$ cat config.mk
export PLATFORM = sky130hd
export DESIGN_NAME = minifloat_and_integer_decoder_core
export DESIGN_NICKNAME = d
export VERILOG_FILES = /design/src/sv/mfid_pkg.sv /design/src/sv/mfid_align.sv /design/src/sv/mfid_field.sv /design/src/sv/mfid_out.sv /design/src/sv/minifloat_and_integer_decoder_core.sv
export SDC_FILE = /design/constraint.sdc
export NUM_CORES = 1
export LEC_CHECK = 0
export BUFFER_PORTS_ARGS = -buffer_cell sky130_fd_sc_hd__buf_2
export CORE_MARGIN = 1
export CORE_UTILIZATION = 59
export CTS_CLUSTER_DIAMETER = 120
export DETAILED_ROUTE_END_ITERATION = 8
export GPL_TIMING_DRIVEN = 0
export MAX_ROUTING_LAYER = met4
export PLACE_DENSITY = 0.81
export RECOVER_POWER = 100
export SLEW_MARGIN = 25
export SYNTH_ARGS = -nofsm -noshare
export SYNTH_HDL_FRONTEND = slang
export SYNTH_HIERARCHICAL = 1
export SYNTH_SLANG_ARGS = --single-unit
$ cat constraint.sdc
create_clock -name clk -period 3.4 [get_ports clk]
set_input_delay 0.68 -clock clk [delete_from_list [all_inputs] [get_ports clk]]
set_output_delay 0.68 -clock clk [all_outputs]
set_load 0.02 [all_outputs]
$ cat src/sv/mfid_pkg.sv
package mfid_pkg;

  localparam int DEF_MAX_BYTES = 6;
  localparam int RAW_W = 48;
  localparam int INT_W = 49;
  localparam int EXP_W = 13;
  localparam int SIG_W = 14;
  localparam int FRAC_W = 13;
  localparam int EFIELD_W = 12;
  localparam int BIAS_W = 11;
  localparam int SIZE_W = 4;
  localparam int CFG_IDX_W = 2;
  localparam int CFG_DATA_W = 3;
  localparam int WIDE_W = 64;

  localparam logic [CFG_IDX_W-1:0] REG_LITTLE_ENDIAN = 2'd0;
  localparam logic [CFG_IDX_W-1:0] REG_DATA_KIND = 2'd1;
  localparam logic [CFG_IDX_W-1:0] REG_SIZE_BYTES = 2'd2;

  typedef enum logic [1:0] {
    KIND_UNSIGNED = 2'd0,
    KIND_SIGNED = 2'd1,
    KIND_FLOAT = 2'd2,
    KIND_UNUSED = 2'd3
  } kind_e_t;

  // Decoded fields handed from the field stage to the output stage.
  typedef struct packed {
    kind_e_t kind;
    logic [INT_W-1:0] ival;
    logic sign;
    logic [EFIELD_W-1:0] efield;
    logic [FRAC_W-1:0] frac;
    logic [BIAS_W-1:0] bias;
    logic err;
  } mfid_dec_t;

endpackage

$ cat src/sv/mfid_align.sv
module mfid_align import mfid_pkg::*; #(
  parameter int MAX_BYTES = DEF_MAX_BYTES
) (
  input  logic clk,
  input  logic rst,
  input  logic en,
  input  logic in_valid,
  input  logic [RAW_W-1:0] raw_word,
  input  logic little_endian,
  input  kind_e_t data_kind,
  input  logic [CFG_DATA_W-1:0] size_bytes,
  output logic valid,
  output logic [MAX_BYTES*8-1:0] word,
  output kind_e_t kind,
  output logic [SIZE_W-1:0] size
);

  localparam logic [SIZE_W-1:0] MaxSize = SIZE_W'(MAX_BYTES);

  logic [SIZE_W-1:0] size_next;
  logic [MAX_BYTES*8-1:0] word_next;

  always_comb begin
    logic [WIDE_W-1:0] raw_wide;
    logic [7:0] bytes_in [MAX_BYTES];
    logic [7:0] bytes_rev [MAX_BYTES];
    raw_wide = WIDE_W'(raw_word);
    size_next = SIZE_W'(size_bytes);
    if (size_next == '0) begin
      size_next = SIZE_W'(1);
    end
    if (size_next > MaxSize) begin
      size_next = MaxSize;
    end
    // Bytes above the word size read as zero.
    for (int j = 0; j < MAX_BYTES; j++) begin
      bytes_in[j] = (j < int'(size_next)) ? raw_wide[8*j +: 8] : 8'h00;
    end
    // Byte j of the reversed word is byte size-1-j of the original.
    for (int j = 0; j < MAX_BYTES; j++) begin
      bytes_rev[j] = 8'h00;
      for (int i = 0; i < MAX_BYTES; i++) begin
        if (i + j + 1 == int'(size_next)) begin
          bytes_rev[j] = bytes_in[i];
        end
      end
    end
    for (int j = 0; j < MAX_BYTES; j++) begin
      word_next[8*j +: 8] = little_endian ? bytes_rev[j] : bytes_in[j];
    end
  end

  always_ff @(posedge clk) begin
    if (rst) begin
      valid <= 1'b0;
    end else if (en) begin
      valid <= in_valid;
    end
  end

  always_ff @(posedge clk) begin
    if (en && in_valid) begin
      word <= word_next;
      kind <= data_kind;
      size <= size_next;
    end
  end

endmodule

$ cat src/sv/mfid_field.sv
module mfid_field import mfid_pkg::*; #(
  parameter int MAX_BYTES = DEF_MAX_BYTES
) (
  input  logic clk,
  input  logic rst,
  input  logic en,
  input  logic in_valid,
  input  logic [MAX_BYTES*8-1:0] word,
  input  kind_e_t kind,
  input  logic [SIZE_W-1:0] size,
  output logic valid,
  output mfid_dec_t dec
);

  mfid_dec_t dec_next;

  always_comb begin
    logic [WIDE_W-1:0] w;
    logic [WIDE_W-1:0] keep;
    logic [WIDE_W-1:0] ival;
    logic top_bit;
    w = WIDE_W'(word);
    top_bit = 1'b0;
    keep = '0;
    for (int s = 1; s <= 8; s++) begin
      if (int'(size) == s) begin
        top_bit = w[8*s-1];
      end
    end
    for (int j = 0; j < 8; j++) begin
      if (j < int'(size)) begin
        keep[8*j +: 8] = 8'hFF;
      end
    end
    ival = w;
    if (kind == KIND_SIGNED && top_bit) begin
      ival = w | ~keep;
    end

    dec_next.kind = kind;
    dec_next.ival = (kind == KIND_UNSIGNED || kind == KIND_SIGNED) ? ival[INT_W-1:0] : '0;
    dec_next.sign = top_bit;
    dec_next.err = 1'b0;
    dec_next.efield = '0;
    dec_next.frac = '0;
    dec_next.bias = '0;
    // Fixed split of sign, exponent and fraction for each float size with a format; other sizes flag an error.
    unique case (size)
      SIZE_W'(1): begin
        dec_next.efield = EFIELD_W'(w[6:3]);
        dec_next.frac = {w[2:0], 10'b0};
        dec_next.bias = BIAS_W'(7);
      end
      SIZE_W'(2): begin
        dec_next.efield = EFIELD_W'(w[14:9]);
        dec_next.frac = {w[8:0], 4'b0};
        dec_next.bias = BIAS_W'(31);
      end
      SIZE_W'(3): begin
        dec_next.efield = EFIELD_W'(w[22:15]);
        dec_next.frac = w[14:2];
        dec_next.bias = BIAS_W'(127);
      end
      SIZE_W'(4): begin
        dec_next.efield = EFIELD_W'(w[30:21]);
        dec_next.frac = w[20:8];
        dec_next.bias = BIAS_W'(511);
      end
      SIZE_W'(6): begin
        dec_next.efield = w[46:35];
        dec_next.frac = w[34:22];
        dec_next.bias = BIAS_W'(2047);
      end
      default: begin
        dec_next.err = 1'b1;
      end
    endcase
  end

  always_ff @(posedge clk) begin
    if (rst) begin
      valid <= 1'b0;
    end else if (en) begin
      valid <= in_valid;
    end
  end

  always_ff @(posedge clk) begin
    if (en && in_valid) begin
      dec <= dec_next;
    end
  end

endmodule

$ cat src/sv/mfid_out.sv
module mfid_out import mfid_pkg::*; (
  input  logic clk,
  input  logic rst,
  input  logic en,
  input  logic in_valid,
  input  mfid_dec_t dec,
  output logic valid,
  output logic signed [INT_W-1:0] int_value,
  output logic float_sign,
  output logic signed [EXP_W-1:0] float_exponent,
  output logic [SIG_W-1:0] float_significand,
  output logic status
);

  logic is_float;
  logic [EXP_W-1:0] exp_next;
  logic [SIG_W-1:0] sig_next;

  assign is_float = (dec.kind == KIND_FLOAT) && !dec.err;

  always_comb begin
    if (dec.efield == '0) begin
      // Denormal: fixed exponent of one minus the bias, no hidden one.
      exp_next = EXP_W'(1) - EXP_W'(dec.bias);
      sig_next = {1'b0, dec.frac};
    end else begin
      exp_next = EXP_W'(dec.efield) - EXP_W'(dec.bias);
      sig_next = {1'b1, dec.frac};
    end
  end

  always_ff @(posedge clk) begin
    if (rst) begin
      valid <= 1'b0;
    end else if (en) begin
      valid <= in_valid;
    end
  end

  always_ff @(posedge clk) begin
    if (en && in_valid) begin
      int_value <= dec.ival;
      float_sign <= is_float ? dec.sign : 1'b0;
      float_exponent <= is_float ? exp_next : '0;
      float_significand <= is_float ? sig_next : '0;
      status <= (dec.kind == KIND_FLOAT) && dec.err;
    end
  end

endmodule

$ cat src/sv/minifloat_and_integer_decoder_core.sv
// Channel   Direction  Handshake               Payload
// in        input      in_valid / in_ready     raw_word
// out       output     out_valid / out_ready   int_value, float_sign, float_exponent,
//                                              float_significand, status
// cfg       input      cfg_we (no wait)        cfg_idx, cfg_data
//
// Three register stages (byte alignment, field split, output register) carry each
// item in turn, and a new item can enter in every cycle while in_ready is high.
// Reset clears the stage valid bits and loads little-endian off, unsigned kind
// and a one-byte word. A stall at the output holds only full stages, so in_ready
// drops only when all three stages are full and the output is stalled.
module minifloat_and_integer_decoder_core import mfid_pkg::*; #(
  parameter int MAX_BYTES = DEF_MAX_BYTES
) (
  input  logic clk,
  input  logic rst,
  input  logic in_valid,
  output logic in_ready,
  input  logic [RAW_W-1:0] raw_word,
  output logic out_valid,
  input  logic out_ready,
  output logic signed [INT_W-1:0] int_value,
  output logic float_sign,
  output logic signed [EXP_W-1:0] float_exponent,
  output logic [SIG_W-1:0] float_significand,
  output logic status,
  input  logic cfg_we,
  input  logic [CFG_IDX_W-1:0] cfg_idx,
  input  logic [CFG_DATA_W-1:0] cfg_data
);

  // Configuration registers. The user must change them only with the pipeline empty; the block does not enforce it.
  logic little_endian;
  kind_e_t data_kind;
  logic [CFG_DATA_W-1:0] size_bytes;

  always_ff @(posedge clk) begin
    if (rst) begin
      little_endian <= 1'b0;
      data_kind <= KIND_UNSIGNED;
      size_bytes <= CFG_DATA_W'(1);
    end else if (cfg_we) begin
      case (cfg_idx)
        REG_LITTLE_ENDIAN: little_endian <= cfg_data[0];
        REG_DATA_KIND: data_kind <= kind_e_t'(cfg_data[1:0]);
        REG_SIZE_BYTES: size_bytes <= cfg_data;
        default: begin
        end
      endcase
    end
  end

  // Stage enables. A stage loads when it is empty or its successor loads.
  logic en_a, en_b, en_c;
  logic v_a, v_b;
  logic [MAX_BYTES*8-1:0] word_a;
  kind_e_t kind_a;
  logic [SIZE_W-1:0] size_a;
  mfid_dec_t dec_b;

  assign en_c = !out_valid || out_ready;
  assign en_b = !v_b || en_c;
  assign en_a = !v_a || en_b;
  assign in_ready = en_a;

  // The first stage masks the word to its size and reverses the bytes if asked.
  mfid_align #(.MAX_BYTES(MAX_BYTES)) u_align (
    .clk(clk),
    .rst(rst),
    .en(en_a),
    .in_valid(in_valid),
    .raw_word(raw_word),
    .little_endian(little_endian),
    .data_kind(data_kind),
    .size_bytes(size_bytes),
    .valid(v_a),
    .word(word_a),
    .kind(kind_a),
    .size(size_a)
  );

  // The second stage sign-extends integers and splits floats into fields.
  mfid_field #(.MAX_BYTES(MAX_BYTES)) u_field (
    .clk(clk),
    .rst(rst),
    .en(en_b),
    .in_valid(v_a),
    .word(word_a),
    .kind(kind_a),
    .size(size_a),
    .valid(v_b),
    .dec(dec_b)
  );

  // The last stage removes the bias, adds the hidden one to normal floats and holds the result.
  mfid_out u_out (
    .clk(clk),
    .rst(rst),
    .en(en_c),
    .in_valid(v_b),
    .dec(dec_b),
    .valid(out_valid),
    .int_value(int_value),
    .float_sign(float_sign),
    .float_exponent(float_exponent),
    .float_significand(float_significand),
    .status(status)
  );

  // An unsupported float size leaves every other field at zero.
  a_status_clean: assert property (@(posedge clk) disable iff (rst)
    out_valid && status |-> int_value == '0 && float_significand == '0 &&
      float_exponent == '0 && !float_sign)
    else $error("status set with nonzero result fields");

  // Integer and float results never appear together.
  a_kind_exclusive: assert property (@(posedge clk) disable iff (rst)
    out_valid && int_value != '0 |-> float_significand == '0 && !float_sign)
    else $error("integer and float fields both set");

  // The input side backs up only when every stage is full and the output stalls.
  a_full_only: assert property (@(posedge clk) disable iff (rst)
    !in_ready |-> v_a && v_b && out_valid && !out_ready)
    else $error("input stalled with room in the pipeline");

  // A hidden one at the top of the significand appears only in a float result.
  a_hidden_one: assert property (@(posedge clk) disable iff (rst)
    out_valid && float_significand[SIG_W-1] |-> !status && int_value == '0)
    else $error("hidden one set outside a float result");

endmodule

==> impl_metrics.yaml, run 1 <==
run_status:
  outcome: "finished, violations left"
  violations: "max-capacitance violations, max-slew violations"
yosys:
  synth.area.top_cells: "edfxtp_1 56%, mux2i_1 5.5%, o21ai_0 3.4%, inv_1 2.2%, nand2_1 2.2%"
  ys_types: 74
  synth_top_area_frac: 0.563
  yosysTopAreaCell: "edfxtp_1"
  synth_area_um2: 11400
  synth_area_per_cell_um2: 11.8
  synth_seq_cells: 223
  yosys_warnings: 6
  synthArstFlopShare: 0
  synth-edff-count: 214
  seq_area_frac_synth: 0.579
  synth-main-ff-cell: "edfxtp_1"
  synth.net_count: 1037
  syn_inst: 966
grt:
  grt_max_degree: 60
  gr-total-overflow: 0
  grt_pass1_vias: 7886
  grt_pass1_wl_um: 44500
  antenna_found_initial: 0
  grt_util_all_layers: 0.304
floorplanning:
  initial_utilization: 0.606
  die_y_um: 141
  dieWidth_um: 141
  coreArea_um2: 18800
  ios: 138
  rows: 50
  dieArea_um2: 19900
routing:
  drt_wl_total_um: 28900
  vias_per_cell: 6.06
  drc: 0
  dr.pass1.iters: 8
  ant_nets: 0
  dr_total_vias: 8506
  wl_per_cell_um: 20.6
  drtIter0Drc: 875
worst_setup_path:
  path_class: "flop to flop"
  cp_max_fo: 10
  cp-end-kind: "flop"
  rr_worst_depth: 6
  worstSetupStartpointType: "flop"
  crit_required_ns: 3.76
  cp.arrival_ns: 3.06
cts:
  worstSkewPairLatency_ns: 0.51
  cts.path.max_buffers: 3
  h-tree-depth: 1
  postCtsSetupBuffers: 0
  cts_tree: "yes"
  numCtsBuffers: 22
  holdBufCountCts: 0
  cts_resized: 0
  path_clk_slew_ns: 0.06
  cts_root_buffer: "clkbuf_16"
  numClockSinks: 223
finish:
  multi_input_area_um2: 4010
  drive_gt1_frac: 0.127
  seqCellArea_um2: 6610
  layout.nets: 1198
  final_cells: 1403
  areaGrowthSynthToFinish_pct: 13.3
  antenna_cells: 0
  fillers: 1417
run:
  max_cap_viol_count: 2
power_and_ir_drop:
  ir_drop_mv: 0.296
  cellPowerDensity_nw_per_um2: 478
  p_leak_nw: 4.92
sta:
  rsz0062_at_grt: "false"
  fmax_mhz: 370
  drv_slew: 83
  skew_ns: 0.0144
  fin_crit_ns: 2.71
  holdWs_ns: 0.414
  setup_viol: 0
  worst_pin_slew_ns: 2.24
  hold_viol: 0
  max_slew_margin: -0.495
  fin_crit_sh: 0.796
placed_design:
  io_buffers: 135
  place_congestion: 0.966
  placed_cells: 1363
  post-dp-hpwl_um: 21500
hold_path:
  hold_depth: 0
  hold_class: "flop to flop"
[metrics by stage]
step / util / TNS, ns / setup slack (ns) / cell area [µm²] / total power, mW
final: 0.687 / 0 / 0.695 / 12900 / 6.18
after CTS: 0.701 / 0 / 1.13 / 13200 / 6.21
after global placement: 0.659 / -73.18 / -0.568 / 12400 / 3.83
after floorplan: - / 0 / 0.201 / 11400 / 3.62
after detailed placement: 0.662 / 0 / 1.16 / 12500 / 3.84
after global routing: 0.687 / 0 / 0.547 / 12900 / 6.38
[cells in the final DEF (no fill, tap or decap), types with 13 or more instances in the layout]
master and instances:
clkbuf_1 116, and2_0 14, mux2i_1 63, nand3_1 22, inv_1 68, nor3_1 13
a22oi_1 23, edfxtp_1 214, nor2b_1 26, clkbuf_16 23, buf_2 73, o221ai_1 18
nand2b_1 26, o21ai_0 82, nand2_1 67, nor2_1 43, a21oi_1 47
[registers in the layout (all words and copies together), names as in the netlist, 2 cells and up]
name and cells:
size_bytes 3, u_field/dec 83, u_align/size 3, u_out/float_exponent 13, u_out/float_significand 14, u_align/kind 2
data_kind 2, u_out/int_value 49, u_align/word 48
[cell type report]
cell class / instances / share of cell area
buffer: 69 / 0.0291
clock buffer: 26 / 0.0454
clock inverter: 14 / 0.0107
inverter: 68 / 0.0197
multi-input combinational: 606 / 0.310
sequential: 223 / 0.511
tap: 260 / 0.0252
timing repair buffer: 137 / 0.0487
[kinds of logic (layout without fill, tap and decap cells)]
family          after synthesis  count (layout)  share of synthesized area
compound gates              254             254                      0.153
xor+xnor                     13              13                    0.00998
fa+ha+maj                    13              13                     0.0149
buf+inv                     137             314                     0.0599
flops                       223             223                      0.579
mux                          68              68                     0.0602
other cells                   1               1                   0.000329
simple gates                257             257                      0.122
[routing by layer]
| metal | GRT usage | routed length, µm | vias to the layer above |
|---|---|---|---|
| met1 | 0.396 | 11900 | 3958 |
| met3 | 0.0353 | 2200 | 83 |
| met5 | - | 0 | - |
| met4 | 0.134 | 1140 | 0 |
| li1 | - | - | 3937 |
| met2 | 0.485 | 13600 | 528 |
[worst max-delay path, cell delays in order (launching register included)]
cell,delay [ns]
edfxtp_1,0.35
clkbuf_1,0.41
nand2b_4,0.12
nor3b_1,0.90
clkbuf_1,0.43
a22oi_1,0.17
nand2_1,0.18
[synthesized netlist by cell type (6+ instances only)]
library cell  instances
a32o_1                7
nor3_1               11
buf_4                18
nand2_1              67
nand2b_1             26
o221ai_1             17
and3_1                6
nor2_1               43
nor2b_1              25
xnor2_1              10
and2_1               19
ha_1                 12
a221oi_2              7
mux2i_1              63
a22oi_1              23
o22ai_1               9
o211ai_1              9
inv_1                68
a222oi_1              8
nand3_1              22
clkbuf_1             16
edfxtp_1            214
dfxtp_1               9
buf_2                25
a211oi_1              9
a21oi_1              47
nor4_1                6
o21ai_0              77
[report_power, final]
part / switching (mW) / total (mW) / internal [mW]
Clock: 0.948 / 2.40 / 1.45
Combinational: 0.372 / 0.578 / 0.206
Sequential: 0.0662 / 3.20 / 3.13
Total: 1.39 / 6.18 / 4.79
[final timing paths]
check,from,to,slack [ns]
worst max-delay path,u_align/size[2],u_field/dec[32],0.69
worst min-delay path,u_field/dec[39],u_out/int_value[1],0.41
worst max register to register,u_align/size[2],u_field/dec[32],0.69
worst min register to register,u_field/dec[39],u_out/int_value[1],0.41
No activity file was read; power rests on OpenSTA's default activity.
==> inputs of run 2 (changes only) <==
==> constraint.sdc (replaced) <==
create_clock -name clk -period 2.81 [get_ports clk]
set_input_delay 0.562 -clock clk [delete_from_list [all_inputs] [get_ports clk]]
set_output_delay 0.562 -clock clk [all_outputs]
set_load 0.02 [all_outputs]
==> run 2 against run 1 <==
Compared with the run above: the run now ends clean; clock skew fell by 0.0054 ns; total power rose by 21%; non-clock buffer count did not move; largest power group unchanged; sequential cell count did not move.
==> impl_metrics.yaml, run 2 (same netlist as run 1, synthesis figures left out) <==
run_status:
  outcome: "finished clean"
cts:
  numCtsBuffers: 23
  path_clk_slew_ns: 0.06
  cts_resized: 0
  cts.path.max_buffers: 3
  holdBufCountCts: 0
  numClockSinks: 223
  worstSkewPairLatency_ns: 0.50
  h-tree-depth: 1
  postCtsSetupBuffers: 0
  cts_tree: "yes"
  cts_root_buffer: "clkbuf_16"
worst_setup_path:
  cp_max_fo: 10
  cp.arrival_ns: 2.81
  crit_start: "size_bytes[2]"
  ff2ff_setup_slack_ns: 0.24
  path_class: "flop to flop"
  r2r_end: "u_align/word[19]"
  r2r_start: "size_bytes[2]"
  crit_required_ns: 3.06
  worstSetupStartpointType: "flop"
  rr_worst_depth: 5
  cp-end-kind: "flop"
  worstSetupEndpoint: "u_align/word[19]"
sta:
  rsz0062_at_grt: "false"
  fin_crit_ns: 2.57
  drv_slew: 0
  final.setup.worst_slack_ns: 0.244
  skew_ns: 0.00905
  holdWs_ns: 0.303
  fin_crit_sh: 0.913
  setup_viol: 0
  hold_viol: 0
  finalSetupTns_ns: 0
  fmax_mhz: 390
  max_slew_margin: 0.0249
  worst_pin_slew_ns: 1.46
finish:
  layout.nets: 1199
  top_regs: "u_field/dec (83), u_out/int_value (49), u_align/word (48)"
  fillers: 1473
  final_cell_mix: "214 x edfxtp_1, 117 x clkbuf_1, 80 x o21ai_0"
  multi_input_area_um2: 4070
  layout_commonest_cell: "edfxtp_1"
  antenna_cells: 0
  areaGrowthSynthToFinish_pct: 13.6
  seqCellArea_um2: 6610
  final_util: 0.688
  top_register: "u_field/dec"
  drive_gt1_frac: 0.137
  largest_reg_flops: 83
routing:
  drtIter0Drc: 845
  drc: 0
  wl_per_cell_um: 21.4
  dr.pass1.iters: 6
  ant_nets: 0
  dr_total_vias: 8538
  vias_per_cell: 6.09
  drt_wl_total_um: 30000
floorplanning:
  dieWidth_um: 141
  rows: 50
  die_y_um: 141
  coreArea_um2: 18800
  initial_utilization: 0.606
  dieArea_um2: 19900
  ios: 138
grt:
  antenna_found_initial: 0
  grt_max_degree: 61
  grt_pass1_vias: 8230
  grt_util_all_layers: 0.314
  grt_pass1_wl_um: 46100
  gr-total-overflow: 0
placed_design:
  post-dp-hpwl_um: 22100
  place_congestion: 0.970
  dp_worst_setup_slack_ns: 0.494
  io_buffers: 135
power_and_ir_drop:
  total_power_mw: 7.47
  cellPowerDensity_nw_per_um2: 577
  p_leak_nw: 4.93
  ir_drop_mv: 0.288
run:
  max_cap_viol_count: 0
hold_path:
  hold_class: "input pin to flop"
[run 2: per-layer routing]
metal	vias to the layer above	routed length, µm	track usage
met5	-	0	-
met4	0	1200	0.139
met3	89	2330	0.0340
met2	494	14200	0.507
met1	4023	12300	0.403
li1	3932	-	-
[run 2: worst min-delay path by stage]
stage                     from                  end  depth (start not counted)
2_1_floorplan  u_field/dec[38]   u_out/int_value[0]                          0
3_3_place_gp   u_field/dec[70]  u_out/int_value[32]                          0
3_5_place_dp   u_field/dec[50]  u_out/int_value[12]                          0
4_1_cts                    rst          u_out/valid                          2
5_1_grt                    rst        u_align/valid                          2
6_report                   rst          u_out/valid                          2
[run 2: final cells by class]
| type | count | area share |
|---|---|---|
| plain buffers | 69 | 0.0294 |
| clock buffers | 30 | 0.0472 |
| clock inverters | 10 | 0.00801 |
| inverters | 68 | 0.0197 |
| multi-input cells | 606 | 0.314 |
| flip-flops and latches | 223 | 0.510 |
| well taps | 260 | 0.0251 |
| repair buffers | 137 | 0.0468 |
[run 2: through the flow]
step | cell area [µm²] | cells
after floorplan | 11400 | 966
after global placement | 12400 | 1361
after detailed placement | 12500 | 1363
after CTS | 13200 | 1403
after global routing | 13000 | 1403
final | 13000 | 1403
[run 2: worst max-delay path, cell delays in order, from the launching register on]
cell      delay [ns]
dfxtp_1         0.39
clkbuf_1        0.37
clkbuf_1        0.46
or2_0           0.48
o21ai_0         0.16
a221oi_1        0.45
[run 2: power by group]
part	internal (mW)	leakage [nW]	total, mW	switching (mW)
clock	1.72	0.351	2.89	1.17
sequential	3.79	2.14	3.87	0.0821
combinational	0.248	2.44	0.711	0.463
total	5.76	4.93	7.47	1.72
==> inputs of run 3 (changes only) <==
--- a/config.mk
+++ b/config.mk
@@ -5,7 +5,7 @@
 export SDC_FILE = /design/constraint.sdc
 export NUM_CORES = 1
 export LEC_CHECK = 0
-export BUFFER_PORTS_ARGS = -buffer_cell sky130_fd_sc_hd__buf_2
+export BUFFER_PORTS_ARGS = -buffer_cell sky130_fd_sc_hd__clkbuf_2
 export CORE_MARGIN = 1
 export CORE_UTILIZATION = 59
 export CTS_CLUSTER_DIAMETER = 120
==> run 3 against run 2 <==
Compared with the run above: clock power fell by 4%; critical path type unchanged; largest power group unchanged; sequential cell count did not move; fmax rose by 5.1%; cell area fell by 0.50%; largest cell class unchanged; critical endpoint is now u_field/dec[24].
==> impl_metrics.yaml, run 3 (same netlist as run 1, synthesis figures left out) <==
run_status:
  outcome: "finished clean"
worst_setup_path:
  critical_path.most_common_cell: "clkbuf_1"
  cp.arrival_ns: 2.74
  cp-end-kind: "flop"
  crit_chain: "clkbuf_1 > nand2b_1 > nor3b_4 > clkbuf_1 > nand2_1 > o221ai_1"
  cp_max_fo: 10
  slowest_stage: "clkbuf_1"
  worstSetupStartpointType: "flop"
  crit_required_ns: 3.11
  slowest_delay_ns: 0.50
  path_class: "flop to flop"
  rr_worst_depth: 6
power_and_ir_drop:
  cellPowerDensity_nw_per_um2: 568
  p_leak_nw: 4.92
  ir_drop_mv: 0.398
cts:
  path_clk_slew_ns: 0.06
  postCtsSetupBuffers: 0
  cts_root_buffer: "clkbuf_16"
  h-tree-depth: 1
  worstSkewPairLatency_ns: 0.50
  holdBufCountCts: 0
  numCtsBuffers: 23
  cts_resized: 0
  cts.path.max_buffers: 3
  cts_tree: "yes"
  numClockSinks: 223
finish:
  layout.nets: 1199
  top_register: "u_field/dec"
  areaGrowthSynthToFinish_pct: 13.1
  final_area_um2: 12900
  layout_commonest_cell: "edfxtp_1"
  final_cell_mix: "214 x edfxtp_1, 118 x clkbuf_1, 81 x o21ai_0"
  top_regs: "u_field/dec (83), u_out/int_value (49), u_align/word (48)"
  largest_reg_flops: 83
  drive_gt1_frac: 0.133
  final_cells: 1402
  final_util: 0.685
  antenna_cells: 0
routing:
  wl_per_cell_um: 20.8
  drt_wl_total_um: 29200
  vias_per_cell: 6.01
  drc: 0
  ant_nets: 0
  dr_total_vias: 8431
  dr.pass1.iters: 7
  drtIter0Drc: 872
floorplanning:
  rows: 50
  die_y_um: 141
  coreArea_um2: 18800
  dieWidth_um: 141
  initial_utilization: 0.606
  ios: 138
  dieArea_um2: 19900
sta:
  holdWs_ns: 0.295
  max_slew_margin: 0.0307
  fin_crit_ns: 2.44
  rsz0062_at_grt: "false"
  worst_pin_slew_ns: 1.45
  drv_slew: 0
  hold_viol: 0
  setup_viol: 0
  skew_ns: 0.00771
  final.setup.worst_slack_ns: 0.369
  fmax_mhz: 410
  fin_crit_sh: 0.869
grt:
  grt_util_all_layers: 0.305
  grt_pass1_vias: 7971
  antenna_found_initial: 0
  grt_max_degree: 60
  gr-total-overflow: 0
  grt_pass1_wl_um: 44600
placed_design:
  place_area_um2: 12500
  place_congestion: 0.984
  post-dp-hpwl_um: 21800
  placed_cells: 1363
  io_buffers: 135
  dp_worst_setup_slack_ns: 0.557
run:
  max_cap_viol_count: 0
hold_path:
  hold_class: "input pin to flop"
  hold_depth: 2
-- run 3: worst max-delay path: cells and delay by family (launching register included) --
family	cells	cell delay (ns)
AO/OA/AOI/OAI	1	0.15
buffers and inverters	2	0.87
flip-flops	1	0.34
AND/OR/NAND/NOR	3	0.88
-- run 3: layout make-up --
type                            instances  area [µm²]
Buffer                                 69         382
Clock buffer                           30         602
Clock inverter                          9        78.8
Fill cell                            1445        5940
Inverter                               68         255
Multi-Input combinational cell        606        4040
Sequential cell                       223        6610
Tap cell                              260         325
Timing Repair Buffer                  137         609
-- run 3: per-stage QoR --
| step | setup TNS [ns] | power, mW |
|---|---|---|
| after global placement | -8.18 | 4.64 |
| final | 0 | 7.33 |
| after detailed placement | 0 | 4.65 |
| after global routing | 0 | 7.54 |
| after floorplan | 0 | 4.38 |
| after CTS | 0 | 7.37 |
-- run 3: path summary, 6_finish.rpt --
| kind | startpoint | to | slack [ns] |
|---|---|---|---|
| max | u_align/size[2] | u_field/dec[24] | 0.37 |
| min | rst | u_out/valid | 0.29 |
| max reg2reg | u_align/size[2] | u_field/dec[24] | 0.37 |
| min reg2reg | u_field/dec[86] | u_out/int_value[48] | 0.41 |
-- run 3: layer usage --
metal	up-vias	track usage	part of all wire
met3	95	0.0329	0.074
li1	3932	-	-
met5	-	-	0
met4	0	0.122	0.038
met2	486	0.487	0.47
met1	3918	0.402	0.42
-- run 3: power breakdown --
group / internal, mW / total, mW / switching [mW]
clock: 1.60 / 2.76 / 1.16
combinational: 0.246 / 0.698 / 0.451
sequential: 3.79 / 3.87 / 0.0826
